[config.mk]
export PLATFORM = sky130hd
export DESIGN_NAME = sbus_frame_stick_decoder
export DESIGN_NICKNAME = d
export VERILOG_FILES = /design/src/rtl/sfsd_pkg.sv /design/src/rtl/sfsd_frame_asm.sv /design/src/rtl/sfsd_stick_map.sv /design/src/rtl/sbus_frame_stick_decoder.sv
export SDC_FILE = /design/constraint.sdc
export NUM_CORES = 2
export LEC_CHECK = 0
export BUFFER_PORTS_ARGS = -buffer_cell sky130_fd_sc_hd__clkbuf_2
export CAP_MARGIN = 20
export CORE_UTILIZATION = 60
export CTS_BUF_LIST = sky130_fd_sc_hd__clkbuf_4 sky130_fd_sc_hd__clkbuf_8 sky130_fd_sc_hd__clkbuf_16
export DETAILED_ROUTE_END_ITERATION = 16
export HOLD_SLACK_MARGIN = 0.15
export PLACE_DENSITY = 0.85
export SLEW_MARGIN = 25
export SYNTH_ARGS = -nofsm -noshare
export SYNTH_HDL_FRONTEND = slang
export SYNTH_HIERARCHICAL = 1
export SYNTH_SLANG_ARGS = --single-unit
export TNS_END_PERCENT = 1
[constraint.sdc]
create_clock -name clk_i -period 34.9 [get_ports clk_i]
set_input_delay 6.98 -clock clk_i [delete_from_list [all_inputs] [get_ports clk_i]]
set_output_delay 6.98 -clock clk_i [all_outputs]
set_load 0.02 [all_outputs]
[src/rtl/sfsd_pkg.sv]
// Shared types, constants and helper functions for the SBUS frame stick decoder.
// Used by every module of the block; no dependencies of its own.
package sfsd_pkg;

  // byte stream framing
  localparam int unsigned ByteW        = 8;
  localparam int unsigned PayloadBytes = 22;
  localparam int unsigned PayloadBits  = PayloadBytes * ByteW;
  localparam int unsigned IdxW         = 5;
  localparam logic [IdxW-1:0] IdxFirst = IdxW'(1);
  localparam logic [IdxW-1:0] IdxLast  = IdxW'(PayloadBytes);
  localparam logic [IdxW-1:0] IdxFlag  = IdxW'(PayloadBytes + 1);

  // flag byte bits
  localparam int unsigned FrameLostBit = 2;
  localparam int unsigned FailsafeBit  = 3;

  // channel packing, only channels 0 to 9 are used
  localparam int unsigned ChanW     = 11;
  localparam int unsigned NumChans  = 10;
  localparam int unsigned ChanBits  = NumChans * ChanW;
  localparam int unsigned NumSticks = 6;
  localparam int unsigned NumSw     = 4;
  localparam int unsigned SwBase    = 6;
  localparam int unsigned StickW    = 11;
  localparam int unsigned SwW       = 2;
  localparam int unsigned MagW      = 10;
  localparam logic [ChanW-1:0] ChanCenter = ChanW'(1024);

  // reciprocal scaling, q = (mag * coef + bias) >> ScaleShift
  // positive side: floor((1320*v + 783) / 1566)
  // negative side: floor((330*u + 195) / 392), pre-scaled by 4 to share the shift
  localparam int unsigned ScaleShift = 32;
  localparam int unsigned CoefW      = 32;
  localparam int unsigned ProdW      = 43;
  localparam logic [CoefW-1:0] PosCoef = 32'd3620279520;
  localparam logic [CoefW-1:0] PosBias = 32'd2147483988;
  localparam logic [CoefW-1:0] NegCoef = 32'd3615662160;
  localparam logic [CoefW-1:0] NegBias = 32'd2136527640;

  // switch codes
  localparam logic signed [SwW-1:0] SwNeg  = -2'sd1;
  localparam logic signed [SwW-1:0] SwZero = 2'sd0;
  localparam logic signed [SwW-1:0] SwPos  = 2'sd1;

  // decoded frame handed from the byte assembler to the mapping stage
  typedef struct packed {
    logic [ChanBits-1:0] chans;
    logic                link_lost;
    logic                failsafe;
  } frame_t;

  // stick slot to SBUS channel, slots 2 and 3 swapped
  function automatic int unsigned stick_chan(input int unsigned slot);
    int unsigned ch;
    ch = slot;
    if (slot == 2) ch = 3;
    if (slot == 3) ch = 2;
    return ch;
  endfunction

  // three-position switch: below center gives 1, above gives -1
  function automatic logic signed [SwW-1:0] switch_sign(input logic [ChanW-1:0] raw);
    logic signed [SwW-1:0] s;
    if (!raw[ChanW-1]) s = SwPos;
    else if (raw == ChanCenter) s = SwZero;
    else s = SwNeg;
    return s;
  endfunction

endpackage

[src/rtl/sfsd_frame_asm.sv]
// Byte framing for the SBUS decoder: tracks the byte position, shifts in the
// payload bytes and holds one finished frame. Depends on sfsd_pkg.
module sfsd_frame_asm (
  input  logic                       clk_i,
  input  logic                       rst_ni,
  input  logic                       in_valid_i,
  output logic                       in_ready_o,
  input  logic [sfsd_pkg::ByteW-1:0] data_byte_i,
  input  logic                       frame_start_i,
  output logic                       frm_valid_o,
  input  logic                       frm_take_i,
  output sfsd_pkg::frame_t           frm_o
);

  logic [sfsd_pkg::IdxW-1:0]        idx_q, idx_d;
  logic                             open_q, open_d;
  logic [sfsd_pkg::PayloadBits-1:0] pay_q, pay_d;
  logic                             frm_vld_q, frm_vld_d;
  sfsd_pkg::frame_t                 frm_q, frm_d;
  logic                             in_acc;
  logic                             emit;

  // frame register is free when empty or being drained this cycle
  assign in_ready_o = !frm_vld_q || frm_take_i;
  assign in_acc     = in_valid_i && in_ready_o;

  // byte position tracking
  always_comb begin
    idx_d  = idx_q;
    open_d = open_q;
    pay_d  = pay_q;
    emit   = 1'b0;
    if (in_acc) begin
      priority if (frame_start_i) begin
        open_d = 1'b1;
        idx_d  = sfsd_pkg::IdxFirst;
      end else if (!open_q) begin
        open_d = 1'b0;
      end else if (idx_q >= sfsd_pkg::IdxFirst && idx_q <= sfsd_pkg::IdxLast) begin
        pay_d = {data_byte_i, pay_q[sfsd_pkg::PayloadBits-1:sfsd_pkg::ByteW]};
        idx_d = idx_q + sfsd_pkg::IdxW'(1);
      end else if (idx_q == sfsd_pkg::IdxFlag) begin
        emit   = 1'b1;
        open_d = 1'b0;
        idx_d  = '0;
      end else begin
        open_d = 1'b0;
        idx_d  = '0;
      end
    end
  end

  // finished frame register
  always_comb begin
    frm_vld_d = frm_vld_q;
    frm_d     = frm_q;
    if (emit) begin
      frm_vld_d       = 1'b1;
      frm_d.chans     = pay_q[sfsd_pkg::ChanBits-1:0];
      frm_d.link_lost = data_byte_i[sfsd_pkg::FrameLostBit];
      frm_d.failsafe  = data_byte_i[sfsd_pkg::FailsafeBit];
    end else if (frm_take_i) begin
      frm_vld_d = 1'b0;
    end
  end

  // control state
  always_ff @(posedge clk_i or negedge rst_ni) begin
    if (!rst_ni) begin
      idx_q     <= '0;
      open_q    <= 1'b0;
      frm_vld_q <= 1'b0;
    end else begin
      idx_q     <= idx_d;
      open_q    <= open_d;
      frm_vld_q <= frm_vld_d;
    end
  end

  // payload storage
  always_ff @(posedge clk_i) begin
    pay_q <= pay_d;
    frm_q <= frm_d;
  end

  assign frm_valid_o = frm_vld_q;
  assign frm_o       = frm_q;

endmodule

[src/rtl/sfsd_stick_map.sv]
// One stick channel: centers the 11-bit raw value and scales it to +-862
// with round half up, via a constant reciprocal multiply. Depends on sfsd_pkg.
module sfsd_stick_map (
  input  logic        [sfsd_pkg::ChanW-1:0]  raw_i,
  output logic signed [sfsd_pkg::StickW-1:0] stick_o
);

  logic                          neg;
  logic [sfsd_pkg::ChanW-1:0]    mag;
  logic [sfsd_pkg::CoefW-1:0]    coef;
  logic [sfsd_pkg::CoefW-1:0]    bias;
  logic [sfsd_pkg::ProdW-1:0]    prod;
  logic [sfsd_pkg::MagW-1:0]     q;

  // below center the magnitude is 1024 - raw
  assign neg  = !raw_i[sfsd_pkg::ChanW-1];
  assign mag  = neg ? (sfsd_pkg::ChanCenter - raw_i)
                    : {1'b0, raw_i[sfsd_pkg::ChanW-2:0]};
  assign coef = neg ? sfsd_pkg::NegCoef : sfsd_pkg::PosCoef;
  assign bias = neg ? sfsd_pkg::NegBias : sfsd_pkg::PosBias;

  // scaled magnitude, exact floor for the full input range
  assign prod = sfsd_pkg::ProdW'(mag) * sfsd_pkg::ProdW'(coef) + sfsd_pkg::ProdW'(bias);
  assign q    = prod[sfsd_pkg::ScaleShift +: sfsd_pkg::MagW];

  // restore sign
  assign stick_o = neg ? -$signed({1'b0, q}) : $signed({1'b0, q});

endmodule

[src/rtl/sbus_frame_stick_decoder.sv]
// SBUS frame stick decoder, top level: byte framing, stick and switch mapping
// and the result register. Depends on sfsd_pkg, sfsd_frame_asm, sfsd_stick_map.
// Flag byte -> frame register -> result register, which drives out_valid_o.
// Throughput: one byte per cycle; frame and result registers form a two-deep
// pipe, the input stalls only while both hold a word and the output is stalled.
// Reset (rst_ni low, asynchronous): no frame open, byte position 0, no result.
module sbus_frame_stick_decoder (
  input  logic                                clk_i,
  input  logic                                rst_ni,
  input  logic                                in_valid_i,
  output logic                                in_ready_o,
  input  logic        [sfsd_pkg::ByteW-1:0]   data_byte_i,
  input  logic                                frame_start_i,
  output logic                                out_valid_o,
  input  logic                                out_ready_i,
  output logic signed [sfsd_pkg::StickW-1:0]  stick_0_o,
  output logic signed [sfsd_pkg::StickW-1:0]  stick_1_o,
  output logic signed [sfsd_pkg::StickW-1:0]  stick_2_o,
  output logic signed [sfsd_pkg::StickW-1:0]  stick_3_o,
  output logic signed [sfsd_pkg::StickW-1:0]  stick_4_o,
  output logic signed [sfsd_pkg::StickW-1:0]  stick_5_o,
  output logic signed [sfsd_pkg::SwW-1:0]     switch_0_o,
  output logic signed [sfsd_pkg::SwW-1:0]     switch_1_o,
  output logic signed [sfsd_pkg::SwW-1:0]     switch_2_o,
  output logic signed [sfsd_pkg::SwW-1:0]     switch_3_o,
  output logic                                link_lost_o,
  output logic                                failsafe_o
);

  logic                                frm_valid;
  logic                                frm_take;
  sfsd_pkg::frame_t                    frm;
  logic                                out_free;
  logic signed [sfsd_pkg::StickW-1:0]  stick_d [sfsd_pkg::NumSticks];
  logic signed [sfsd_pkg::StickW-1:0]  stick_q [sfsd_pkg::NumSticks];
  logic signed [sfsd_pkg::SwW-1:0]     sw_d [sfsd_pkg::NumSw];
  logic signed [sfsd_pkg::SwW-1:0]     sw_q [sfsd_pkg::NumSw];
  logic                                lost_q, fs_q;
  logic                                out_vld_q, out_vld_d;

  // byte framing and frame register
  sfsd_frame_asm u_asm (
    .clk_i        (clk_i),
    .rst_ni       (rst_ni),
    .in_valid_i   (in_valid_i),
    .in_ready_o   (in_ready_o),
    .data_byte_i  (data_byte_i),
    .frame_start_i(frame_start_i),
    .frm_valid_o  (frm_valid),
    .frm_take_i   (frm_take),
    .frm_o        (frm)
  );

  // stick mapping, one unit per stick
  for (genvar k = 0; k < sfsd_pkg::NumSticks; k++) begin : g_stick
    sfsd_stick_map u_map (
      .raw_i  (frm.chans[sfsd_pkg::stick_chan(k)*sfsd_pkg::ChanW +: sfsd_pkg::ChanW]),
      .stick_o(stick_d[k])
    );
  end

  // switch decode
  for (genvar k = 0; k < sfsd_pkg::NumSw; k++) begin : g_sw
    assign sw_d[k] = sfsd_pkg::switch_sign(
      frm.chans[(sfsd_pkg::SwBase + k)*sfsd_pkg::ChanW +: sfsd_pkg::ChanW]);
  end

  // result register handshake
  assign out_free  = !out_vld_q || out_ready_i;
  assign frm_take  = frm_valid && out_free;

  always_comb begin
    out_vld_d = out_vld_q;
    if (out_free) out_vld_d = frm_valid;
  end

  always_ff @(posedge clk_i or negedge rst_ni) begin
    if (!rst_ni) begin
      out_vld_q <= 1'b0;
    end else begin
      out_vld_q <= out_vld_d;
    end
  end

  // result payload
  always_ff @(posedge clk_i) begin
    if (frm_take) begin
      stick_q <= stick_d;
      sw_q    <= sw_d;
      lost_q  <= frm.link_lost;
      fs_q    <= frm.failsafe;
    end
  end

  assign out_valid_o  = out_vld_q;
  assign stick_0_o    = stick_q[0];
  assign stick_1_o    = stick_q[1];
  assign stick_2_o    = stick_q[2];
  assign stick_3_o    = stick_q[3];
  assign stick_4_o    = stick_q[4];
  assign stick_5_o    = stick_q[5];
  assign switch_0_o   = sw_q[0];
  assign switch_1_o   = sw_q[1];
  assign switch_2_o   = sw_q[2];
  assign switch_3_o   = sw_q[3];
  assign link_lost_o  = lost_q;
  assign failsafe_o   = fs_q;

endmodule

After elaboration in Yosys (flattened, before gate mapping)
Cells that the tools add are included.
{"block": "totals", "reg_bits": 372, "elab_cells": 111, "output_inout_bits": 78}
{"block": "classes", "reduce_logical": 11, "eq_ne": 5, "muxes": 41, "multipliers": 6, "bitwise": 1, "order_cmp": 2, "n_addsub": 19}
{"op": "adder 42 x 32 -> 42 bit", "n": 6}
{"op": "multiplier 11 x 32 -> 42 bit", "n": 6}
{"op": "2-to-1 mux 32 bit", "n": 6}
{"op": "2-to-1 mux 23 bit", "n": 6}
{"op": "2-to-1 mux 11 bit", "n": 6}
{"op": "negator 10 -> 11 bit", "n": 6}
{"op": "subtractor 11 bit, first input constant", "n": 6}
{"op": "2-to-1 mux 10 bit", "n": 6}
{"op": "== test 11 bit, second input constant", "n": 4}
{"op": "2-to-1 mux 5 bit", "n": 3}
{"op": "2-to-1 mux 1 bit", "n": 10}
{"op": "2-to-1 mux 2 bit", "n": 4}
{"op": "adder 5 x 1 -> 5 bit, second input constant", "n": 1}
{"op": "== test 5 bit, second input constant", "n": 1}
{"op": "greater-or-equal comparator 5 x 1 -> 1 bit, second input constant", "n": 1}
{"op": "<= comparator 5 bit, second input constant", "n": 1}
{"op": "AND reduction 4 bit", "n": 1}
{"op": "nonzero test 2 bit", "n": 2}
{"op": "logical AND 1 bit", "n": 3}
{"op": "logical NOT 1 bit", "n": 2}
{"op": "logical OR 1 bit", "n": 2}
{"op": "AND reduction 2 bit", "n": 1}
{"op": "inverter 1 bit", "n": 1}

Logic depth before layout (Yosys ltp)
{"block": "logic_depth", "depth_word": 7, "mapped_depth": 30}

By module
The synthesis kept the hierarchy.
{"mod": "sfsd_stick_map (g_stick[0].u_map ...)", "area_per_inst_um2": 7130.6, "cells_each": 827, "n_inst": 2}
{"mod": "sfsd_frame_asm", "area_per_inst_um2": 9142.5, "cells_each": 340, "n_inst": 1}
{"mod": "sfsd_stick_map (g_stick[1].u_map)", "area_per_inst_um2": 6996.7, "cells_each": 794, "n_inst": 1}
{"mod": "sfsd_stick_map (g_stick[4].u_map)", "area_per_inst_um2": 6957.9, "cells_each": 782, "n_inst": 1}
{"mod": "sfsd_stick_map (g_stick[3].u_map)", "area_per_inst_um2": 6937.9, "cells_each": 779, "n_inst": 1}
{"mod": "sfsd_stick_map (g_stick[5].u_map)", "area_per_inst_um2": 6727.7, "cells_each": 743, "n_inst": 1}
{"mod": "sbus_frame_stick_decoder", "area_per_inst_um2": 2473.6, "cells_each": 104, "n_inst": 1}

Worst setup path before layout
OpenSTA, ideal clock, no wires.
{"block": "synth_timing", "kind": "input port to flip-flop", "startpoint": "in out_ready_i", "endpoint": "reg u_asm/pay_q[0] (netlist name) (enable)", "stages": 5, "arrival_time_ns": 21.544, "path_buffers": 0, "required_time_ns": 33.972, "path_slack_ns": 12.429, "path_cell_list": "nand2b_1 and2_1 nand2b_1 nand3_1 nor3_1"}
{"block": "synth_via", "elab_chain_cells": 5}
{"element": "start, declared", "line": "sbus_frame_stick_decoder.sv:15", "source": "input logic out_ready_i,"}
{"element": "logical OR 1 bit", "line": "sbus_frame_stick_decoder.sv:69", "source": "assign out_free = !out_vld_q || out_ready_i;"}
{"element": "logical AND 1 bit", "line": "sbus_frame_stick_decoder.sv:70", "source": "assign frm_take = frm_valid && out_free;"}
{"element": "via frm_take", "line": "sbus_frame_stick_decoder.sv:31", "source": "logic frm_take;"}
{"element": "logical OR 1 bit", "line": "sfsd_frame_asm.sv:24", "source": "assign in_ready_o = !frm_vld_q || frm_take_i;"}
{"element": "via in_ready_o", "line": "sbus_frame_stick_decoder.sv:11", "source": "output logic in_ready_o,"}
{"element": "logical AND 1 bit", "line": "sfsd_frame_asm.sv:25", "source": "assign in_acc = in_valid_i && in_ready_o;"}
{"element": "AND reduction 4 bit (no source line)"}
{"element": "end signal, assigned", "line": "sfsd_frame_asm.sv:82", "source": "pay_q <= pay_d;"}
{"element": "end, declared", "line": "sfsd_frame_asm.sv:17", "source": "logic [sfsd_pkg::PayloadBits-1:0] pay_q, pay_d;"}
The timed path passes the listed nets, and every way through them passes these cells.
A chain may end at the register's enable or synchronous reset.

Worst setup path after layout
{"block": "layout_timing", "startpoint": "in out_ready_i", "endpoint": "out in_ready_o"}
{"block": "layout_via", "elab_chain_cells": 3}
{"element": "logical OR 1 bit", "line": "sbus_frame_stick_decoder.sv:69"}
{"element": "logical AND 1 bit", "line": "sbus_frame_stick_decoder.sv:70"}
{"element": "via frm_take", "line": "sbus_frame_stick_decoder.sv:31"}
{"element": "logical OR 1 bit", "line": "sfsd_frame_asm.sv:24"}
{"element": "end, declared", "line": "sbus_frame_stick_decoder.sv:11"}
The timed path passes the listed nets, and every way through them passes these cells.

==> results.md <==
- Count leader, synth: inv_1
- Fin. max-slew vios: 0
- Total gr overflow: 0
- Slowest cell on crit path: and2_4
- WL/cell: about 18 microns
- Arrival time worst endpoint: 8.18 ns
- Distinct cell type count of the synthesized netlist: 127
- Initial Utilization: between 60% and 70%
- Routed vias: 36.6k
- Post-Place Cells: between 6k and 7k
- CTS tree: done
- FMAX: around 0.066 GHz
- Async SR Flop Fraction: ~2.2%
- Clk_skew: just over 0.03 ns
- Top cell family by delay on the critical path: simple AND/OR/NAND/NOR gates
- Net Switching: 0.419 mW
- Post-synth EDFFs: between 300 and 400
- Core ar.: between 0.08 and 0.09 sq mm
- Clock Power Share: 31.8%
- Outcome: finished clean
- Final setup violation count: 0
- Reg-to-Reg Start: u_asm/frm_o[57]$_DFFE_PP_
- Max Cap Violations: 0
- Sw frac: between 30% and 40%
- Ys flop type: edfxtp_1
- Crit-path max FO: 39
- Final critical path time including I/O delays and setup: 15.16 ns
- # IOs: between 90 and 100
- Unrepaired setup endpoints after global routing: false
- # diodes: 0
- Cell row count: between 100 and 150
- Sequential element share of the synthesized area: between 20% and 30%
- Syn Area/Cell: around 10 sq um
- Post-synth top cells: inv_1 (1,504), fa_1 (818), ha_1 (789)
- CP startpoint: out_ready_i
- Drt first pass iters: 8
- # Post-CTS Setup Buffers: 0
- Synth top area cells: fa_1 (31%), edfxtp_1 (20%), ha_1 (18%)
- CTS Root Cell: clkbuf_16
- Global-route wire length before repair: 197 mm
- CP max stage delay: about 0.52 ns
- Rel. slew slack: 27.7%
- Area grow syn2layout: 6.31%
- Final instance count without filler cells: ~6.6k
- Largest net degree at the start of global routing: roughly 180
- Worst-margin pin slew: between 1 and 1.5 ns
- GRT Resource Usage Total: between 20% and 30%
- CP required: roughly 28 ns
- Leak: approximately 29 nW
- Peak VDD IR: slightly below 0.05 mV
- Final Cycle Share: 43.5%
- Setup crit start kind: input pin
- PostCTS Resize Cnt: 0
- Routed Antenna Nets: 0
- Hold slack: between 0.3 and 0.4 ns
- #FFs+latches synth: around 370
- Crit path buf inv count: 2
- Vias per cell: ~5.6
- Pwr/cell area: around 23 mW/mm^2
- Area of the mapped netlist: about 0.053 sq mm
- CP Capture Type: output pin
- Clock sinks: about 370
- PnR Total Power: between 1 and 1.5 mW
- Sequential share of power: 42.7%
- Clock-pin slew on the worst setup and hold paths: ~0.070 ns
- Worst Hold Class: flop to flop
- Total CTS buffers: 40
- HPWL Detailed: between 100 and 150 mm
- Final WL: 121 mm
- Initial antenna violation count: 1
- Synth warnings: 6
- Chip height: approximately 300 microns
- Internal power: 0.907 mW
- Kind of critical path: input pin to output pin
- Die area: roughly 0.090 sq mm
- Nets: about 7k
- Cell breakdown of the critical path: clkbuf_2 > nand2b_1 > and2_4 > nand2b_1 > clkbuf_2
- Initial drt markers: 2,597
- Fin util: roughly 64%
- Post-Route Setup TNS: 0 ns
- Post-CTS Hold Buffers: 0
- Number of global-route vias before repair: a little under 40k
- Share of layout cells above drive strength 1: 5.13%
- Drt drc: 0
- Die width: about 300 microns
- CTS HTree Levels: 2
- Syn Inst Count: 5,196
- I/O Buffers: 90
- Clock buffer depth: 3
- Routability Congestion: between 0.9 and 1
- Skew-Pair Late Insertion Delay: 0.60 ns
- Logic pwr share: 25.5%
- Yosys top cell by area: fa_1
- Final hold viol count: 0
- Post-synth top area share: between 30% and 40%
- Hold path start: u_asm/pay_q[133]$_DFFE_PP_
-- state kept, by name, summed over array words and instances (netlist names) --
register and flops:
failsafe_o 1, link_lost_o 1, out_valid_o 1, stick_0_o 11
stick_1_o 11, stick_2_o 11, stick_3_o 11, stick_4_o 11
stick_5_o 11, switch_0_o 2, switch_1_o 2, switch_2_o 2
switch_3_o 2, u_asm/frm_o 112, u_asm/frm_valid_o 1, u_asm/idx_q 5
u_asm/open_q 1, u_asm/pay_q 176
-- worst reg2reg max path, cell delays in order (launching register included) --
cell and delay [ns]:
edfxtp_1 0.62, nor3_1 0.43, nor3b_1 0.42, a21oi_1 0.15
xnor2_1 0.67, inv_1 0.36, fa_1 0.51, fa_1 0.55
inv_1 0.05, fa_1 0.50, fa_1 0.43, fa_1 0.49
inv_1 0.04, ha_1 0.30, nand2_1 0.12, o31ai_1 0.50
or4b_4 0.57, nor3_1 0.47, o41a_2 0.23, a41oi_2 0.05
nor4_2 0.52, a31oi_1 0.18, xnor2_1 0.15
-- layout make-up --
class / instances / area (sq um)
clock inverter: 25 / 235
timing repair buffer: 103 / 561
fill: 6614 / 31500
inverter: 1507 / 5660
multi-input combinational: 3348 / 36800
sequential: 372 / 11100
clock buffer: 46 / 1050
tap: 1165 / 1460
-- kinds of logic after synthesis --
group,Yosys count,share of synthesized area (%)
adders and majority gates,1607,49.1
buffers and inverters,1590,11.3
and+or+nand+nor,779,7.36
AOI/OAI and AO/OA,658,8.34
DFF,372,20.8
xor gates and xnor gates,162,2.69
muxes,16,0.358
other,12,0.0842
-- power groups by stage --
stage | Sequential, mW | Combinational (mW) | Clock [mW]
2_1_floorplan | 0.580 | 0.250 | 0
3_3_place_gp | 0.572 | 0.320 | 0
3_5_place_dp | 0.575 | 0.331 | 0
4_1_cts | 0.566 | 0.334 | 0.432
5_1_grt | 0.569 | 0.380 | 0.446
6_report | 0.567 | 0.338 | 0.422
-- through the flow --
step	setup slack (ns)	instance area, sq um
after floorplan	12.43	53900
after global placement	19.73	55600
after detailed placement	19.70	55600
after CTS	19.71	56900
after global routing	19.62	56900
final	19.74	56900
-- layout by cell type (no fill, tap or decap), types with 8 or more instances in the layout --
cell type and instances:
o31ai_1 8, o21ai_1 18, clkbuf_2 90, inv_1 1504
o211ai_1 31, nor3b_1 10, a21oi_1 214, nor4_1 21
or2_2 19, nand2_1 252, ha_1 789, o21a_1 27
edfxtp_1 364, fa_1 818, nor2_1 187, dfrtp_1 8
and3_1 22, a31oi_1 37, a21o_1 45, clkinv_1 10
nand3_1 51, nor2b_1 10, nand4_1 34, conb_1 126
or3_1 16, xnor2_1 123, clkbuf_16 40, o21ai_0 100
nand2b_1 14, a41oi_1 9, buf_4 12, o21bai_1 13
xor2_1 35, and2_1 22, nor3_1 54, a211oi_1 35
-- worst paths after layout --
| kind | cells past startpoint | slack (ns) | to |
|---|---|---|---|
| hold / removal | 0 | 0.40 | u_asm/pay_q[125]$_DFFE_PP_ |
| setup reg to reg | 22 | 26.32 | stick_5_o[9]$_DFFE_PP_ |
| max in group asynchronous | 1 | 28.47 | u_asm/idx_q[2]$_DFFE_PN0P_ |
| hold reg to reg | 0 | 0.40 | u_asm/pay_q[125]$_DFFE_PP_ |
| min in group asynchronous | 1 | 6.24 | u_asm/idx_q[3]$_DFFE_PN0P_ |
| setup / recovery | 5 | 19.74 | in_ready_o |
-- per-layer routing --
layer	track usage (%)	routed length (microns)	share of wire, %
met5	0	0	0
met4	11.1	4930	4.1
met3	4.25	8240	6.8
met2	47.6	59700	49
met1	35.3	48300	40
No activity file was read; power rests on OpenSTA's default activity.
